### src/bitmap_first_free_allocator_unit_assert.svh
// Assertion macros used by the allocator sequencer (bfa_ctrl).
`ifndef BITMAP_FIRST_FREE_ALLOCATOR_UNIT_ASSERT_SVH
`define BITMAP_FIRST_FREE_ALLOCATOR_UNIT_ASSERT_SVH
`ifndef SYNTHESIS
// Property that must hold at every clock edge outside reset.
`define BFA_ASSERT(lbl, clk, rst_n, prop, msg) \
    lbl: assert property (@(posedge clk) disable iff (!rst_n) prop) else $error(msg);
// Condition that must never be true outside reset.
`define BFA_ASSERT_NEVER(lbl, clk, rst_n, expr, msg) \
    lbl: assert property (@(posedge clk) disable iff (!rst_n) !(expr)) else $error(msg);
`else
`define BFA_ASSERT(lbl, clk, rst_n, prop, msg)
`define BFA_ASSERT_NEVER(lbl, clk, rst_n, expr, msg)
`endif
`endif

### src/bfa_mem.sv
// Bitmap word memory: one write port, one read port with registered read data.
module bfa_mem #(
    parameter int DEPTH = 128,
    parameter int WIDTH = 32,
    parameter int AW    = 7
) (
    input  logic             clk,
    input  logic             rd_en,
    input  logic [AW-1:0]    rd_addr,
    output logic [WIDTH-1:0] rd_data,
    input  logic             wr_en,
    input  logic [AW-1:0]    wr_addr,
    input  logic [WIDTH-1:0] wr_data
);

    logic [WIDTH-1:0] mem [DEPTH];
    logic [WIDTH-1:0] rd_data_reg;

    // Write port.
    always_ff @(posedge clk)
    begin
        if (wr_en)
        begin
            mem[wr_addr] <= wr_data;
        end
    end

    // Read port with registered read data.
    always_ff @(posedge clk)
    begin
        if (rd_en)
        begin
            rd_data_reg <= mem[rd_addr];
        end
    end

    assign rd_data = rd_data_reg;

endmodule

### config.mk
export PLATFORM = sky130hd
export DESIGN_NAME = bfa_mem
export DESIGN_NICKNAME = d
export VERILOG_FILES = /design/src/bitmap_first_free_allocator_unit_assert.svh /design/src/bfa_mem.sv
export SDC_FILE = /design/constraint.sdc
export NUM_CORES = 2
export LEC_CHECK = 0
export BUFFER_PORTS_ARGS = -buffer_cell sky130_fd_sc_hd__buf_2
export CORE_MARGIN = 5
export CORE_UTILIZATION = 45
export CTS_CLUSTER_DIAMETER = 60
export DETAILED_ROUTE_END_ITERATION = 7
export PLACE_DENSITY = 0.63
export REMOVE_ABC_BUFFERS = 1
export SLEW_MARGIN = 20
export SYNTH_ARGS = -nofsm -noshare
export SYNTH_HDL_FRONTEND = slang
export SYNTH_SLANG_ARGS = --single-unit
### constraint.sdc
create_clock -name clk -period 4.6 [get_ports clk]
set_input_delay 0.46 -clock clk [delete_from_list [all_inputs] [get_ports clk]]
set_output_delay 0.46 -clock clk [all_outputs]
set_load 0.1 [all_outputs]
==> load_flow_metrics.sql <==
INSERT INTO impl_metrics (metric_group, metric, value, unit) VALUES
('worst_setup_path', 'timing.reg2reg.worst_path_depth', '4', ''),
('clocking', 'numClockSinks', '4128', ''),
('route', 'detail_route.wirelength', '418', 'mm'),
('clocking', 'ctsRootBufferMaster', 'sky130_fd_sc_hd__clkbuf_16', ''),
('worst_setup_path', 'endpoint_kind', 'register', ''),
('synthesis', 'synth-async-reset-ratio', '0', '%'),
('route', 'route.antenna.remaining_nets', '0', ''),
('synthesis', 'post_synth_main_area_contributors', 'sky130_fd_sc_hd__edfxtp_1 79%, sky130_fd_sc_hd__mux4_2 19%, sky130_fd_sc_hd__clkbuf_1 0.44%', ''),
('timing', 'layout_min_cycle_time', '3.15', 'ns'),
('timing', 'relSlewSlack', '23.9', '%'),
('placement', 'global_placer_s_final_weighted_congestion', '0.805', ''),
('synthesis', 'synth_top_cells_by_count', '4128 x sky130_fd_sc_hd__edfxtp_1, 1344 x sky130_fd_sc_hd__mux4_2, 182 x sky130_fd_sc_hd__clkbuf_1, 122 x sky130_fd_sc_hd__nor2_1, 79 x sky130_fd_sc_hd__buf_2', ''),
('clocking', 'cts_buffers', '413', ''),
('route', 'detailedRoute.firstIterationViolations', '10000', ''),
('timing', 'timing_hold_violations_final', '0', ''),
('power_and_ir_drop', 'power.share.sequential', '52.9', '%'),
('power_and_ir_drop', 'power_switching', '17000', 'µW'),
('power_and_ir_drop', 'part_of_the_power_in_combinational_logic', '5.5', '%'),
('global_route', 'grt.overflow.total', '0', ''),
('global_route', 'pin_count_of_the_biggest_net_entering_global_routing', '129', ''),
('power_and_ir_drop', 'cellInternalPower', '61900', 'µW'),
('global_route', 'grt_antenna_before_repair', '58', ''),
('clocking', 'path_clk_slew', '0.06', 'ns'),
('clocking', 'level_count_of_the_clock_h_tree', '5', ''),
('power_and_ir_drop', 'share_clk_of_total_power', '41.6', '%'),
('clocking', 'cts_tree', 'done', ''),
('synthesis', 'synthDistinctLibCells', '16', ''),
('power_and_ir_drop', 'design_power_total', '78800', 'µW'),
('placement', 'port_buffers', '80', ''),
('timing', 'final-max-slew-violation-count', '0', ''),
('floorplanning', 'io-pin-count', '81', ''),
('timing', 'fmax', '0.318', 'GHz'),
('synthesis', 'synth_edf_count', '4128', ''),
('worst_hold_path', 'holdCritPathClass', 'input port to register', ''),
('route', 'viasPerCell', '6.24', ''),
('clocking', 'worst_skew_pair.late_latency', '0.95', 'ns'),
('floorplanning', 'initial_core_util', '45.2', '%'),
('cells_and_area', 'drive_gt1_share', '36.7', '%'),
('timing', 'post-route-period-util', '68.4', '%'),
('timing', 'setup_repair_after_global_routing_missed_its_margin', 'no', ''),
('worst_setup_path', 'worstPathArrival', '3.84', 'ns'),
('worst_setup_path', 'worstSetupPathType', 'input port to register', ''),
('synthesis', 'syn_area', '157000', 'µm²'),
('synthesis', 'yosysSeqAreaShare', '79.2', '%'),
('worst_setup_path', 'highest_fanout_seen_on_the_critical_path', '27', ''),
('synthesis', 'yosys_warnings', '0', ''),
('timing', 'worstMarginPinSlew', '1.14', 'ns'),
('route', 'post-route-drc-count', '0', ''),
('route', 'drtPass1Iterations', '5', ''),
('timing', 'setup_viol', '0', ''),
('worst_setup_path', 'cp_data_required_time', '5.29', 'ns'),
('floorplanning', 'fp.dieArea', '360000', 'µm²'),
('timing', 'holdWs', '0.0533', 'ns'),
('flow_run', 'max_cap_violations', '0', ''),
('cells_and_area', 'area_delta_synth_final', '14.6', '%'),
('worst_setup_path', 'critPathLaunchType', 'input port', ''),
('synthesis', 'top_cell_type_s_share_of_synthesized_area', '79.2', '%'),
('power_and_ir_drop', 'netSwitchingFraction', '21.5', '%'),
('synthesis', 'synth_area_leader_cell', 'sky130_fd_sc_hd__edfxtp_1', ''),
('power_and_ir_drop', 'max-vdd-ir-drop', '0.326', 'mV'),
('cells_and_area', 'max_reg_flops', '4096', ''),
('global_route', 'track_usage', '23.2', '%'),
('worst_hold_path', 'worst_hold_path.num_cells', '1', ''),
('route', 'detail_route.wl_per_cell', '36.4', 'µm'),
('synthesis', 'synth_ff_type', 'sky130_fd_sc_hd__edfxtp_1', ''),
('synthesis', 'post-synth-top-count-cell', 'sky130_fd_sc_hd__edfxtp_1', ''),
('outcome', 'run_status', 'completed', ''),
('cells_and_area', 'final_nets', '6571', ''),
('floorplanning', 'core-area', '346000', 'µm²'),
('timing', 'setup_tns_final', '0', 'ns'),
('clocking', 'clock_path_buffers', '4', '');
worst paths after layout:
check / start / endpoint / slack (ns)
setup / recovery: rd_addr[0] / rd_data[9]$_DFFE_PP_ / 1.45
hold / removal: wr_data[13] / mem[50][13]$_DFFE_PP_ / 0.05
setup reg to reg: mem[119][30]$_DFFE_PP_ / rd_data[30]$_DFFE_PP_ / 1.77
hold reg to reg: mem[127][25]$_DFFE_PP_ / rd_data[25]$_DFFE_PP_ / 1.21
worst max-delay path, stage by stage:
cell and delay (ns):
sky130_fd_sc_hd__buf_12 0.27, sky130_fd_sc_hd__buf_12 0.30, sky130_fd_sc_hd__buf_12 0.28, sky130_fd_sc_hd__buf_4 0.26, sky130_fd_sc_hd__mux4_2 0.52, sky130_fd_sc_hd__mux4_2 0.51, sky130_fd_sc_hd__mux4_2 0.64, sky130_fd_sc_hd__mux2_2 0.32
kinds of logic after synthesis:
group / after synthesis / share of synthesized area [%]
flops: 4128 / 79.2
mux: 1376 / 19.6
buf+inv: 316 / 0.837
simple gates: 170 / 0.445
stage by stage:
step / utilization (%) / worst slack [ns] / instances / cell area [µm²]
finish: 51.8 / 1.45 / 11500 / 179000
CTS: 51.7 / 1.48 / 11400 / 179000
floorplan: - / 0.934 / 5674 / 155000
global route: 51.8 / 1.43 / 11500 / 179000
detailed placement: 47.9 / 0.466 / 10700 / 166000
global placement: 47.9 / 0.488 / 10700 / 166000
layout by cell type, fill, tap and decap left out, types with 40 or more instances in the layout:
cell type,netlist,final
sky130_fd_sc_hd__buf_12,0,82
sky130_fd_sc_hd__buf_2,79,40
sky130_fd_sc_hd__buf_4,3,298
sky130_fd_sc_hd__clkbuf_1,182,76
sky130_fd_sc_hd__clkbuf_16,0,417
sky130_fd_sc_hd__clkinv_1,0,100
sky130_fd_sc_hd__clkinv_2,0,83
sky130_fd_sc_hd__edfxtp_1,4128,4128
sky130_fd_sc_hd__mux4_2,1344,1344
sky130_fd_sc_hd__nor2_4,0,119
cell type report:
class	count	area (µm²)
Fill cell	26100	167000
Sequential cell	4128	124000
Multi-Input combinational cell	1546	32300
Clock buffer	493	10700
Tap cell	4578	5730
Timing Repair Buffer	433	4280
Clock inverter	265	2370
Antenna cell	34	85.1
power by group through the flow:
stage | combinational (µW) | sequential (µW) | clock, µW
after floorplan | 1530 | 42700 | 0
after global placement | 4290 | 42500 | 0
after detailed placement | 4360 | 42500 | 0
after CTS | 4370 | 41700 | 33200
after global routing | 4510 | 41700 | 34900
final | 4330 | 41700 | 32800
per-layer routing:
layer  GRT usage [%]  up-vias  wire length (µm)
met4            6.42       22             12100
met1            32.6    39500            160000
met5               0        -               141
li1                -    27600                 -
met3            5.61      599             44300
met2            36.7     3916            201000
timing repair:
item / 4_1_cts / 5_1_grt
hold buffers: 3 / 3
gates resized for setup: 0 / 0
setup buffers: 0 / 0
hold endpoints to repair: 40 / 71
Power figures use the tool's default switching activity.
