===== src/bitmap_first_free_allocator_unit_assert.svh =====
// Assertion macros used by the allocator sequencer (bfa_ctrl).
`ifndef BITMAP_FIRST_FREE_ALLOCATOR_UNIT_ASSERT_SVH
`define BITMAP_FIRST_FREE_ALLOCATOR_UNIT_ASSERT_SVH
`ifndef SYNTHESIS
// Property that must hold at every clock edge outside reset.
`define BFA_ASSERT(lbl, clk, rst_n, prop, msg) \
    lbl: assert property (@(posedge clk) disable iff (!rst_n) prop) else $error(msg);
// Condition that must never be true outside reset.
`define BFA_ASSERT_NEVER(lbl, clk, rst_n, expr, msg) \
    lbl: assert property (@(posedge clk) disable iff (!rst_n) !(expr)) else $error(msg);
`else
`define BFA_ASSERT(lbl, clk, rst_n, prop, msg)
`define BFA_ASSERT_NEVER(lbl, clk, rst_n, expr, msg)
`endif
`endif


===== src/bfa_pkg.sv =====
// Types and constants shared by the bitmap allocator modules.
package bfa_pkg;

    localparam int CMD_W    = 2;
    localparam int IDX_W    = 12;
    localparam int STATUS_W = 2;
    localparam int CFG_W    = 13;
    localparam int S_DATA_W = 16;
    localparam int M_DATA_W = 16;

    localparam logic [CFG_W-1:0] ACTIVE_COUNT_RESET = 13'd4096;

    typedef enum logic [CMD_W-1:0] {
        CMD_ALLOC = 2'd0,
        CMD_WRITE = 2'd1,
        CMD_READ  = 2'd2,
        CMD_RSVD  = 2'd3
    } cmd_t;

    typedef enum logic [STATUS_W-1:0] {
        STATUS_OK    = 2'd0,
        STATUS_FULL  = 2'd1,
        STATUS_RANGE = 2'd2
    } status_t;

    typedef enum logic [2:0] {
        ST_CLEAR,
        ST_IDLE,
        ST_EXEC,
        ST_ACCESS,
        ST_SCAN,
        ST_DONE
    } state_t;

    // Result fields, status in the lowest bits.
    typedef struct packed {
        logic             bit_read;
        logic [IDX_W-1:0] entry_index;
        status_t          status;
    } result_t;

endpackage


===== src/bfa_ctrl.sv =====
// Command sequencer: clearing pass, bit access and first-free word scan.
`include "bitmap_first_free_allocator_unit_assert.svh"
module bfa_ctrl #(
    parameter int MAP_BITS  = 4096,
    parameter int WORD_BITS = 32
) (
    input  logic                                 clk,
    input  logic                                 rst_n,
    input  logic [bfa_pkg::CFG_W-1:0]            active_count,
    input  logic                                 item_valid,
    output logic                                 item_ready,
    input  logic [bfa_pkg::CMD_W-1:0]            command,
    input  logic [bfa_pkg::IDX_W-1:0]            bit_index,
    input  logic                                 bit_value,
    output logic                                 res_valid,
    input  logic                                 res_ready,
    output bfa_pkg::result_t                     res,
    output logic                                 rd_en,
    output logic [((MAP_BITS + WORD_BITS - 1) / WORD_BITS > 1 ?
                   $clog2((MAP_BITS + WORD_BITS - 1) / WORD_BITS) : 1)-1:0] rd_addr,
    input  logic [WORD_BITS-1:0]                 rd_data,
    output logic                                 wr_en,
    output logic [((MAP_BITS + WORD_BITS - 1) / WORD_BITS > 1 ?
                   $clog2((MAP_BITS + WORD_BITS - 1) / WORD_BITS) : 1)-1:0] wr_addr,
    output logic [WORD_BITS-1:0]                 wr_data
);

    import bfa_pkg::*;

    localparam int NUM_WORDS = (MAP_BITS + WORD_BITS - 1) / WORD_BITS;
    localparam int AW        = (NUM_WORDS > 1) ? $clog2(NUM_WORDS) : 1;
    localparam int WB_LG     = $clog2(WORD_BITS);
    localparam int MAP_CW    = $clog2(MAP_BITS + 1);
    localparam int CNT_W     = (MAP_CW > CFG_W) ? MAP_CW : CFG_W;

    state_t            state_reg, state_next;
    cmd_t              cmd_reg;
    logic [IDX_W-1:0]  idx_reg;
    logic              val_reg;
    logic [AW-1:0]     word_reg, word_next;
    result_t           res_reg, res_next;

    logic [CNT_W-1:0]  n_eff;
    logic [AW-1:0]     last_word;
    logic [WB_LG-1:0]  rem;
    logic              is_last;
    logic [WORD_BITS-1:0] valid_mask;
    logic [WORD_BITS-1:0] free_bits;
    logic              found;
    logic [WB_LG-1:0]  first_free;
    logic [AW-1:0]     idx_word;
    logic [WB_LG-1:0]  idx_bit;
    logic              range_err;
    logic              accept;

    // Effective count, saturated at the bitmap size.
    always_comb
    begin
        if (CNT_W'(active_count) > CNT_W'(MAP_BITS))
        begin
            n_eff = CNT_W'(MAP_BITS);
        end
        else
        begin
            n_eff = CNT_W'(active_count);
        end
    end

    // Position of the last active word and of the active bits within it.
    assign last_word = AW'((n_eff - CNT_W'(1)) >> WB_LG);
    assign rem       = n_eff[WB_LG-1:0];
    assign is_last   = (word_reg == last_word);

    always_comb
    begin
        for (int b = 0; b < WORD_BITS; b++)
        begin
            valid_mask[b] = !is_last || (rem == '0) || (WB_LG'(b) < rem);
        end
    end

    // Lowest clear active bit of the word being scanned.
    assign free_bits = ~rd_data & valid_mask;
    assign found     = |free_bits;

    always_comb
    begin
        first_free = '0;
        for (int b = WORD_BITS - 1; b >= 0; b--)
        begin
            if (free_bits[b])
            begin
                first_free = WB_LG'(b);
            end
        end
    end

    // Word and bit of the requested index, and its range check.
    assign idx_word  = AW'(CNT_W'(idx_reg) >> WB_LG);
    assign idx_bit   = idx_reg[WB_LG-1:0];
    assign range_err = (CNT_W'(idx_reg) >= n_eff);
    assign accept    = item_valid && item_ready;

    // Control registers.
    always_ff @(posedge clk or negedge rst_n)
    begin
        if (!rst_n)
        begin
            state_reg <= ST_CLEAR;
            word_reg  <= '0;
        end
        else
        begin
            state_reg <= state_next;
            word_reg  <= word_next;
        end
    end

    // Request and result payload.
    always_ff @(posedge clk)
    begin
        if (accept)
        begin
            cmd_reg <= cmd_t'(command);
            idx_reg <= bit_index;
            val_reg <= bit_value;
        end
        res_reg <= res_next;
    end

    // Next state, memory accesses and handshakes.
    always_comb
    begin
        state_next = state_reg;
        word_next  = word_reg;
        res_next   = res_reg;
        rd_en      = 1'b0;
        rd_addr    = word_reg;
        wr_en      = 1'b0;
        wr_addr    = word_reg;
        wr_data    = rd_data;
        item_ready = 1'b0;
        res_valid  = 1'b0;
        case (state_reg)
            ST_CLEAR:
            begin
                wr_en   = 1'b1;
                wr_data = '0;
                if (word_reg == AW'(NUM_WORDS - 1))
                begin
                    word_next  = '0;
                    state_next = ST_IDLE;
                end
                else
                begin
                    word_next = word_reg + AW'(1);
                end
            end
            ST_IDLE:
            begin
                item_ready = 1'b1;
                if (item_valid)
                begin
                    state_next = ST_EXEC;
                end
            end
            ST_EXEC:
            begin
                res_next.status      = STATUS_OK;
                res_next.entry_index = idx_reg;
                res_next.bit_read    = 1'b0;
                if (cmd_reg == CMD_ALLOC)
                begin
                    res_next.entry_index = '0;
                    if (n_eff == '0)
                    begin
                        res_next.status = STATUS_FULL;
                        state_next      = ST_DONE;
                    end
                    else
                    begin
                        rd_en      = 1'b1;
                        rd_addr    = '0;
                        word_next  = '0;
                        state_next = ST_SCAN;
                    end
                end
                else if (range_err)
                begin
                    res_next.status = STATUS_RANGE;
                    state_next      = ST_DONE;
                end
                else
                begin
                    rd_en      = 1'b1;
                    rd_addr    = idx_word;
                    word_next  = idx_word;
                    state_next = ST_ACCESS;
                end
            end
            ST_ACCESS:
            begin
                res_next.bit_read = rd_data[idx_bit];
                if (cmd_reg == CMD_WRITE)
                begin
                    wr_en   = 1'b1;
                    wr_data = (rd_data & ~(WORD_BITS'(1) << idx_bit))
                            | (WORD_BITS'(val_reg) << idx_bit);
                end
                state_next = ST_DONE;
            end
            ST_SCAN:
            begin
                if (found)
                begin
                    wr_en                = 1'b1;
                    wr_data              = rd_data | (WORD_BITS'(1) << first_free);
                    res_next.status      = STATUS_OK;
                    res_next.entry_index = IDX_W'({word_reg, first_free});
                    state_next           = ST_DONE;
                end
                else if (is_last)
                begin
                    res_next.status = STATUS_FULL;
                    state_next      = ST_DONE;
                end
                else
                begin
                    rd_en     = 1'b1;
                    rd_addr   = word_reg + AW'(1);
                    word_next = word_reg + AW'(1);
                end
            end
            ST_DONE:
            begin
                res_valid = 1'b1;
                if (res_ready)
                begin
                    state_next = ST_IDLE;
                end
            end
            default:
            begin
                state_next = ST_IDLE;
            end
        endcase
    end

    assign res = res_reg;

    // The bitmap is only written while clearing, on a write access or on an allocation.
    `BFA_ASSERT(a_write_state, clk, rst_n, wr_en |-> (state_reg == ST_CLEAR || state_reg == ST_SCAN || state_reg == ST_ACCESS), "bitmap written in an unexpected state")
    // A full report carries a zero index and a zero bit.
    `BFA_ASSERT(a_full_fields, clk, rst_n, (state_reg == ST_DONE && res_reg.status == STATUS_FULL) |-> (res_reg.entry_index == '0 && !res_reg.bit_read), "full result carries nonzero fields")
    // An index out of range never reaches the memory.
    `BFA_ASSERT(a_range_no_access, clk, rst_n, (state_reg == ST_EXEC && cmd_reg != CMD_ALLOC && range_err) |-> (!rd_en && !wr_en), "out of range index accessed memory")
    // A scan that misses moves on to the following word.
    `BFA_ASSERT(a_scan_advance, clk, rst_n, (state_reg == ST_SCAN && !found && !is_last) |=> (state_reg == ST_SCAN && word_reg == $past(word_reg) + AW'(1)), "scan did not advance")

endmodule


===== config.mk =====
export PLATFORM = sky130hd
export DESIGN_NAME = bfa_ctrl
export DESIGN_NICKNAME = d
export VERILOG_FILES = /design/src/bfa_pkg.sv /design/src/bfa_ctrl.sv
export VERILOG_INCLUDE_DIRS = /design/src /design/src/src
export SDC_FILE = /design/constraint.sdc
export NUM_CORES = 1
export LEC_CHECK = 0
export BUFFER_PORTS_ARGS = -buffer_cell sky130_fd_sc_hd__buf_2
export CORE_ASPECT_RATIO = 1.25
export CORE_UTILIZATION = 40
export DETAILED_ROUTE_END_ITERATION = 8
export RECOVER_POWER = 25
export SLEW_MARGIN = 10
export SYNTH_ARGS = -nofsm -noshare
export SYNTH_HDL_FRONTEND = slang
export SYNTH_SLANG_ARGS = --single-unit
export TNS_END_PERCENT = 5

===== constraint.sdc =====
create_clock -name clk -period 7.2 [get_ports clk]
set_clock_uncertainty 0.2 [all_clocks]
set_input_delay 0.36 -clock clk [delete_from_list [all_inputs] [get_ports clk]]
set_output_delay 0.36 -clock clk [all_outputs]
set_load 0.05 [all_outputs]

==> results of run 1 <==
cell families (layout without fill, tap and decap cells):
kind of cell / count (synthesis) / after routing / share of synthesized area
simple gates: 329 / 329 / 0.2916
compound gates: 288 / 288 / 0.3546
buf+inv: 80 / 172 / 0.05779
flops: 40 / 40 / 0.2014
mux: 19 / 19 / 0.05539
fa+ha+maj: 13 / 13 / 0.02846
xor+xnor: 7 / 7 / 0.01073
worst max-delay path by stage:
stage,start,to,slack [ns]
2_1_floorplan,wr_addr[5],rd_addr[3],1.09
3_3_place_gp,active_count[12],wr_data[12],1.57
3_5_place_dp,active_count[12],rd_addr[3],1.54
4_1_cts,active_count[1],rd_addr[3],1.52
5_1_grt,active_count[1],rd_addr[3],1.07
6_report,active_count[1],wr_data[9],1.40
cell usage after synthesis, types with 10 or more instances:
cell type and n:
nor2_1 88, and2_1 11, a21o_1 15, edfxtp_1 30, o31ai_1 19, nor4_1 18, o21ai_0 66, inv_1 27
clkbuf_1 42, a21oi_1 51, a22oi_1 20, nand2b_1 21, dfrtp_1 10, or2_2 11, nand3_1 25, a211oi_1 12
ha_1 13, nand2_1 77, mux4_2 10, nor3_1 18
critical path, cell delays in order:
cell,delay [ns]
buf_2,0.17
nor4_1,0.80
nand2_1,0.20
o31ai_1,0.40
o31ai_2,0.12
buf_4,0.21
nor4_1,0.52
nor2_1,0.17
o31ai_1,0.68
and3_1,0.31
a22o_1,0.34
nand2_1,0.23
a211oi_1,0.38
buf_2,0.33
routing by layer:
metal,up-vias,share of wire,global-route usage
met1,3338,0.37,0.4070
met5,-,0,0
met4,0,0.067,0.2260
li1,3173,-,-
met3,104,0.087,0.05051
met2,440,0.48,0.5671
power groups by stage:
stage	clock [mW]	combinational [mW]	sequential (mW)
2_1_floorplan	0	1.07	0.493
3_3_place_gp	0	1.53	0.460
3_5_place_dp	0	1.52	0.460
4_1_cts	0.272	1.53	0.457
5_1_grt	0.278	1.64	0.468
6_report	0.268	1.54	0.459
area by class of cell:
type	instances	area share
Multi-Input combinational cell	656	0.6440
Sequential cell	40	0.1751
Timing Repair Buffer	136	0.1047
Tap cell	175	0.03330
Clock buffer	6	0.02112
Inverter	28	0.01598
Clock inverter	2	0.005899
stage by stage:
| step | instances | instance area [sq um] | total power [mW] | utilization | worst slack (ns) |
|---|---|---|---|---|---|
| floorplan | 776 | 5715 | 1.562 | - | 1.085 |
| global placement | 1034 | 6402 | 1.985 | 0.4615 | 1.566 |
| detailed placement | 1034 | 6402 | 1.985 | 0.4615 | 1.541 |
| CTS | 1043 | 6590 | 2.257 | 0.4750 | 1.524 |
| global route | 1043 | 6575 | 2.387 | 0.4739 | 1.068 |
| finish | 1043 | 6575 | 2.272 | 0.4739 | 1.403 |
==> flow_summary.json, run 1 <==
{
  "swShare": 0.5953,
  "remaining_drc_errors": 0,
  "multi_input_area_sq_mm": 0.004234,
  "power_frac_seq": 0.202,
  "cp-start-kind": "input port",
  "rsz0062_at_grt": "no",
  "routabilityCongestion": 1.088,
  "cts_hold_buf": 1,
  "route.detailed.wl_per_inst_um": 24.66,
  "ff2ff_path_depth": 11,
  "final_net_count": 944,
  "grtUsageTotal": 0.3426,
  "grt_pass1_wl_um": 38300,
  "synth_edf_count": 30,
  "numCtsBuffers": 5,
  "status": "finished, final reports clean",
  "ys_seq_area_frac": 0.2014,
  "r2r_start": "wr_addr[2]",
  "p_clk_frac": 0.118,
  "min-delay-start": "bit_index[3]",
  "core_sq_mm": 0.01387,
  "drt-vias-per-instance": 6.764,
  "final_common_cell": "buf_2",
  "drt_iter0_drc": 696,
  "yosysWarnings": 0,
  "rows": 48,
  "hold_class": "in2reg",
  "ir_drop_v": 0.0002686,
  "syn_inst": 776,
  "synth.area.top_cells": "edfxtp_1, nor2_1, o21ai_0",
  "ff2ff_setup_slack_ns": 2.23,
  "most-common-layout-cells": "buf_2, nor2_1, nand2_1",
  "worstReg2RegEnd": "res[8]",
  "diodes": 0,
  "power_leakage_nw": 2.573,
  "cts_tree": "built",
  "grt_pass1_vias": 6692,
  "grt_max_degree": 42,
  "drive_gt1_frac": 0.2062,
  "worst_slew_pin_slew_ns": 1.254,
  "postRouteAntennaNets": 0,
  "syn_area_per_cell_sq_um": 7.365,
  "async_flop_share": 0.2500,
  "crit_fanout": 19,
  "period_share": 0.8051,
  "min_period_ns": 5.797,
  "internal-power_mw": 0.9194,
  "power_density_mw_per_mm2": 345.5,
  "yosysUniqueCellTypes": 91,
  "hold-path-endpoint": "idx_reg[3]",
  "num_vias": 7055,
  "cts.clk_slew.worst_paths_ns": 0.06,
  "slew_viol_final": 0,
  "synth_area_sq_mm": 0.005715,
  "post-cts-setup-buffers": 0,
  "hpwl_um": 19790,
  "maxSlewHeadroom": 0.1606,
  "tns_ns": 0,
  "syn_nets": 853,
  "fillers": 1457,
  "totalWireLength_um": 25720,
  "cts_resized": 0,
  "ioPinCount": 129,
  "synth_flop_cell": "edfxtp_1",
  "syn2layout_area_growth_pct": 15.04,
  "cts-root-buf": "clkbuf_16",
  "dr.pass1.iters": 6,
  "final-setup-viol-count": 0,
  "crit_arrival_ns": 5.24,
  "initial_core_util": 0.4120,
  "clkSinkCount": 40,
  "synth_top_area_frac": 0.1576,
  "finalHoldViolations": 0,
  "die_y_um": 135.6,
  "die-area_sq_mm": 0.01477,
  "ff_latch_area_sq_mm": 0.001151,
  "cts_max_path_buffers": 2,
  "hold_depth": 1,
  "largest_reg_flops": 15,
  "gr-total-overflow": 0,
  "maxCapViolations": 0,
  "crit_required_ns": 6.64,
  "antenna_found_initial": 0,
  "clk_latency_ns": 0.29,
  "htree_num_levels": 2,
  "path_class": "in2out",
  "yosysTopAreaCell": "edfxtp_1",
  "worstSetupEndpointType": "primary output",
  "dieWidth_um": 108.9,
  "place.port_buffers": 128,
  "p_switching_mw": 1.352,
  "hold-worst-slack_ns": 0.04563,
  "clock.fmax_ghz": 0.1725,
  "ys_ff_latch": 40,
  "p_comb_frac": 0.680
}
(Power assumes the default switching activity.)
==> inputs of run 2 (changes only) <==
==> constraint.sdc (replaced) <==
create_clock -name clk -period 5.05 [get_ports clk]
set_clock_uncertainty 0.2 [all_clocks]
set_input_delay 0.2525 -clock clk [delete_from_list [all_inputs] [get_ports clk]]
set_output_delay 0.2525 -clock clk [all_outputs]
set_load 0.05 [all_outputs]
==> run 2 against run 1 <==
  * First-iteration DRC count is 6.5% lower
  * Sequential power is 29% higher
  * Critical endpoint is now wr_data[27]
  * Hold slack lost 0.0034 ns
  * Register-to-register slack worse by 1.7 ns
  * Design area rose by 12%
  * Highest routed layer unchanged
  * Non-clock buffer count is 80 higher
  * Critical path type is now reg2out
==> flow_summary.json, run 2 (synthesized netlist as in run 1, its figures left out) <==
{
  "route.detailed.wl_per_inst_um": 23.87,
  "final_common_cell": "buf_2",
  "min_period_ns": 5.004,
  "cts_max_path_buffers": 2,
  "dp_cells": 1095,
  "status": "finished, final reports clean",
  "drt-vias-per-instance": 6.581,
  "clock.fmax_ghz": 0.1998,
  "die_y_um": 135.6,
  "final_net_count": 1024,
  "utilization": 0.5299,
  "ioPinCount": 129,
  "grt_pass1_wl_um": 40280,
  "grt_max_degree": 41,
  "rsz0062_at_grt": "yes",
  "final-setup-viol-count": 0,
  "remaining_drc_errors": 0,
  "finalHoldViolations": 0,
  "numCtsBuffers": 5,
  "routabilityCongestion": 0.9899,
  "antenna_found_initial": 0,
  "cp-start-kind": "flop",
  "power.total_mw": 3.376,
  "min-delay-start": "res_ready",
  "ff2ff_setup_slack_ns": 0.58,
  "initial_core_util": 0.4120,
  "core_sq_mm": 0.01387,
  "r2r_start": "wr_addr[2]",
  "cts.clk_slew.worst_paths_ns": 0.06,
  "grt_pass1_vias": 7250,
  "htree_num_levels": 2,
  "diodes": 0,
  "internal-power_mw": 1.393,
  "totalWireLength_um": 26810,
  "worstSetupEndpointType": "primary output",
  "path_class": "reg2out",
  "power_leakage_nw": 2.991,
  "rows": 48,
  "drive_gt1_frac": 0.2785,
  "dieWidth_um": 108.9,
  "crit_fanout": 9,
  "cts-root-buf": "clkbuf_16",
  "power_density_mw_per_mm2": 459.2,
  "gr-total-overflow": 0,
  "swShare": 0.5872,
  "dr.pass1.iters": 7,
  "power_frac_seq": 0.175,
  "hold-worst-slack_ns": 0.04223,
  "maxSlewHeadroom": 0.2823,
  "most-common-layout-cells": "buf_2, nor2_1, nand2_1",
  "p_clk_frac": 0.107,
  "period_share": 0.9909,
  "hold-path-endpoint": "state_reg[2]",
  "crit_arrival_ns": 4.55,
  "die-area_sq_mm": 0.01477,
  "worst_slew_pin_slew_ns": 1.073,
  "grtUsageTotal": 0.3612,
  "clkSinkCount": 40,
  "place.port_buffers": 128,
  "hold_depth": 4,
  "syn2layout_area_growth_pct": 28.63,
  "maxCapViolations": 0,
  "cts_tree": "built",
  "drt_iter0_drc": 651,
  "hold_class": "in2reg",
  "instances_no_fill": 1123,
  "hpwl_um": 21100,
  "clk_latency_ns": 0.29,
  "largest_reg_flops": 15,
  "p_comb_frac": 0.718,
  "num_vias": 7391,
  "ir_drop_v": 0.0003757,
  "p_switching_mw": 1.982,
  "worstReg2RegEnd": "res[7]",
  "postRouteAntennaNets": 0,
  "ff2ff_path_depth": 12,
  "slew_viol_final": 0,
  "crit_required_ns": 4.60
}
[run 2: cell count changes in the layout (fill, tap and decap cells not counted), moves of 5 or more]
cell / delta
o41ai_2: +5
buf_4: +66
o41ai_1: -5
dlygate4sd3_1: +15
nor4_1: -6
nor4_2: +6
[run 2: routing by layer]
| metal | routed length (um) | GRT usage | vias to the layer above | part of all wire |
|---|---|---|---|---|
| met5 | 0 | 0 | - | 0 |
| met4 | 1696 | 0.2260 | 0 | 0.063 |
| met3 | 2083 | 0.04618 | 114 | 0.078 |
| met2 | 13250 | 0.6275 | 481 | 0.49 |
| met1 | 9784 | 0.4129 | 3472 | 0.36 |
| li1 | - | - | 3324 | - |
[run 2: what timing repair did]
item	CTS	global route
pin swaps	0	3
gates resized for setup	6	23
endpoints found under the setup margin	2	39
buffers inserted	0	4
hold endpoints to repair	25	0
hold buffers	16	0
[run 2: area by class of cell]
class,instances,area [sq um]
clock buffer,5,125.1
clock inverter,3,42.54
fill,1423,6521
inverter,28,105.1
multi-input combinational,656,4360
sequential,40,1151
tap,175,219.0
timing repair buffer,216,1349
[run 2: worst max path at each step]
stage | start | endpoint | slack, ns | cells after the start
global route | wr_addr[2] | wr_data[27] | -0.09 | 16
finish | wr_addr[5] | wr_data[27] | 0.05 | 14
detailed placement | active_count[0] | wr_data[31] | -0.10 | 17
global placement | active_count[0] | wr_data[31] | -0.09 | 17
CTS | wr_addr[2] | wr_data[31] | -0.01 | 16
floorplan | wr_addr[5] | wr_data[11] | -0.44 | 15
[run 2: power groups by stage]
stage	Combinational, mW	Clock, mW	Sequential (mW)
after floorplan	1.53	0	0.702
after global placement	2.32	0	0.593
after detailed placement	2.33	0	0.594
after CTS	2.36	0.362	0.589
after global routing	2.56	0.372	0.599
final	2.42	0.363	0.590
[run 2: worst max-delay path, cell delays in order (launching register included)]
cell,delay (ns)
dfrtp_1,0.46
buf_4,0.22
or4_1,0.49
and3_1,0.19
o221ai_1,0.28
nand4_1,0.26
o41a_1,0.45
a21oi_1,0.28
o2111a_1,0.26
o21ai_0,0.13
buf_4,0.18
buf_4,0.16
or4_1,0.54
o21ai_2,0.19
buf_6,0.17
[run 2: stage by stage]
stage	TNS (ns)	area (sq um)	setup WS [ns]
3_3_place_gp	-0.1717	6882	-0.08829
5_1_grt	-0.2729	7352	-0.09452
6_report	0	7352	0.04616
2_1_floorplan	-7.123	5737	-0.4439
4_1_cts	-0.01702	7244	-0.01066
3_5_place_dp	-0.1672	6882	-0.1023
==> inputs of run 3 (changes only) <==
--- a/config.mk
+++ b/config.mk
@@ -6,6 +6,7 @@
 export SDC_FILE = /design/constraint.sdc
 export NUM_CORES = 1
 export LEC_CHECK = 0
+export ABC_AREA = 1
 export BUFFER_PORTS_ARGS = -buffer_cell sky130_fd_sc_hd__buf_2
 export CORE_ASPECT_RATIO = 1.25
 export CORE_UTILIZATION = 40
==> run 3 against run 2 <==
  * Critical path depth increased by 9
  * Register-to-register slack better by 0.29 ns
  * Critical path type unchanged
  * Maximum frequency grew 5.0%
  * Sequential cell count did not move
  * Hold slack improved by 0.048 ns
  * Synthesized area shrank 6.7%
  * Highest routed layer unchanged
  * Critical endpoint is now rd_addr[0]
  * Wire length fell by 15%
==> flow_summary.json, run 3 <==
{
  "grt_pass1_vias": 6211,
  "synth_edf_count": 30,
  "remaining_drc_errors": 0,
  "ir_drop_v": 0.0004036,
  "clock.fmax_ghz": 0.2098,
  "worstSetupEndpointType": "primary output",
  "core_sq_mm": 0.01283,
  "htree_num_levels": 2,
  "path_class": "reg2out",
  "dp_cells": 1161,
  "numCtsBuffers": 5,
  "p_switching_mw": 2.221,
  "instances_no_fill": 1195,
  "clk_latency_ns": 0.28,
  "status": "finished, final reports clean",
  "power_frac_seq": 0.151,
  "synth_flop_cell": "edfxtp_1",
  "cts_max_path_buffers": 2,
  "gr-total-overflow": 0,
  "ioPinCount": 129,
  "ys_top_cells_by_count": "nand2_1, inv_1, nor2_1",
  "synth_area_sq_mm": 0.005330,
  "p_clk_frac": 0.096,
  "drive_gt1_frac": 0.2454,
  "hpwl_um": 17530,
  "yosysWarnings": 0,
  "routabilityCongestion": 0.9873,
  "synth_most_common_cell": "nand2_1",
  "synth_top_area_frac": 0.1690,
  "async_flop_share": 0.2500,
  "route.detailed.wl_per_inst_um": 19.03,
  "cpLargestDelayFamily": "simple AND/OR/NAND/NOR gates",
  "power_leakage_nw": 3.156,
  "dieWidth_um": 105.3,
  "most-common-layout-cells": "nand2_1, inv_1, buf_2",
  "ff2ff_setup_slack_ns": 0.87,
  "syn_inst": 867,
  "period_share": 0.9440,
  "crit_fanout": 7,
  "final_net_count": 1103,
  "grt_max_degree": 28,
  "ys_ff_latch": 40,
  "drt_iter0_drc": 563,
  "finalInstanceArea_sq_mm": 0.006927,
  "swShare": 0.6074,
  "yosysTopAreaCell": "edfxtp_1",
  "min_period_ns": 4.767,
  "syn2layout_area_growth_pct": 29.95,
  "cp_cell_sequence": "inv_2, xor2_1, nand4_1, nand2_1, nand2_1, nor2_4, nand3_4, buf_4, nor2_8, o21ai_0, o311ai_2, nand2_1, nor2_1, nand2_1, nor2_2, inv_2, nor3_2, nand2_1, nand2_2, a21oi_1, a2111oi_2, a21oi_1, buf_2",
  "cp-start-kind": "flop",
  "clkSinkCount": 40,
  "drt-vias-per-instance": 5.739,
  "syn_area_per_cell_sq_um": 6.148,
  "grtUsageTotal": 0.3220,
  "yosysUniqueCellTypes": 53,
  "power_density_mw_per_mm2": 527.9,
  "p_comb_frac": 0.753,
  "dr.pass1.iters": 7,
  "tns_ns": 0,
  "initial_core_util": 0.4153,
  "crit_buf_inv": 4,
  "grt_pass1_wl_um": 34020,
  "cts.clk_slew.worst_paths_ns": 0.06,
  "cts-root-buf": "clkbuf_16",
  "maxSlewHeadroom": 0.4677,
  "hold_class": "in2reg",
  "antenna_found_initial": 0,
  "cp_common_cell": "nand2_1",
  "cpPeakStageDelay_ns": 0.42,
  "place.port_buffers": 128,
  "worst_slew_pin_slew_ns": 0.7976,
  "ys_seq_area_frac": 0.2160,
  "crit_arrival_ns": 4.31,
  "cts_tree": "built",
  "synth.area.top_cells": "edfxtp_1, nand2_1, inv_1",
  "maxCapViolations": 0,
  "finalHoldViolations": 0,
  "final_common_cell": "nand2_1",
  "cpMaxStageDelayCell": "dfrtp_1",
  "post_dp_cell_area_sq_mm": 0.006246,
  "slew_viol_final": 0,
  "num_vias": 6858,
  "crit_required_ns": 4.60,
  "die_y_um": 131.1,
  "diodes": 0,
  "internal-power_mw": 1.436,
  "die-area_sq_mm": 0.01379,
  "largest_reg_flops": 15,
  "totalWireLength_um": 22750,
  "syn_nets": 944,
  "postRouteAntennaNets": 0,
  "rsz0062_at_grt": "yes",
  "rows": 46,
  "final-setup-viol-count": 0
}
==> run 3: cell count changes after synthesis, moves of 12 or more <==
cell	delta
nand2_1	+120
a31oi_1	+18
o22ai_1	+13
a22oi_1	-18
nand3_1	+25
clkbuf_1	-21
nand2_2	+12
nand2b_1	-20
nor4_1	-17
o211ai_1	+12
a21o_1	-14
inv_1	+84
o31ai_1	-15
==> run 3: layer usage <==
metal / vias up / GRT usage / share of wire
li1: 3299 / - / -
met1: 3074 / 0.3710 / 0.38
met2: 406 / 0.5906 / 0.49
met3: 79 / 0.03757 / 0.072
met4: 0 / 0.1657 / 0.057
met5: - / 0 / 0
==> run 3: repair_timing <==
action	4_1_cts	5_1_grt
endpoints found under the setup margin	0	38
endpoints found under the hold margin	25	0
hold buffers	16	0
gates resized for setup	0	97
buffers inserted	0	8
==> run 3: kinds of logic (layout without fill, tap and decap cells) <==
| logic type | after synthesis | after routing | share of synthesized area |
|---|---|---|---|
| AOI/OAI and AO/OA | 240 | 240 | 0.2756 |
| and+or+nand+nor | 409 | 411 | 0.3458 |
| DFF | 40 | 40 | 0.2160 |
| buffers and inverters | 158 | 316 | 0.1207 |
| xor gates and xnor gates | 7 | 7 | 0.01150 |
| adders and majority gates | 13 | 13 | 0.03052 |
==> run 3: worst min-delay path: stages <==
cell,delay (ns)
buf_2,0.09
inv_1,0.05
a21oi_1,0.07
o21ai_0,0.06
==> run 3: worst paths after layout <==
check,cells after the start,from,endpoint
setup reg to reg,23,wr_addr[5],wr_addr[2]
hold reg to reg,2,state_reg[0],state_reg[0]
max in group asynchronous,2,rst_n,state_reg[2]
hold / removal,4,res_ready,state_reg[2]
setup / recovery,23,wr_addr[5],rd_addr[0]
min in group asynchronous,2,rst_n,state_reg[1]
==> run 3: power groups by stage <==
stage | Sequential (mW) | Clock, mW | Combinational, mW
2_1_floorplan | 0.708 | 0 | 1.74
3_3_place_gp | 0.554 | 0 | 2.57
6_report | 0.551 | 0.351 | 2.75
5_1_grt | 0.560 | 0.368 | 2.92
4_1_cts | 0.548 | 0.355 | 2.58
3_5_place_dp | 0.552 | 0 | 2.57
==> run 3: final cells by class <==
type                       instances  area [sq um]
clock buffer                       5         125.1
clock inverter                     3         37.54
fill                            1377          5908
inverter                         128         485.5
multi-input combinational        671          3737
sequential                        40          1151
tap                              168         210.2
timing repair buffer             180          1180
==> run 3: stage by stage <==
step                power [mW]  utilization  hold WS [ns]  setup slack, ns
finish                   3.656       0.5397       0.09002           0.2829
CTS                      3.484       0.5118       0.08987           0.1168
detailed placement       3.118       0.4866      -0.06843           0.1312
global route             3.850       0.5397        0.1368         -0.07544
global placement         3.126       0.4866      -0.06689           0.1939
floorplan                2.452            -       -0.2431           0.3943
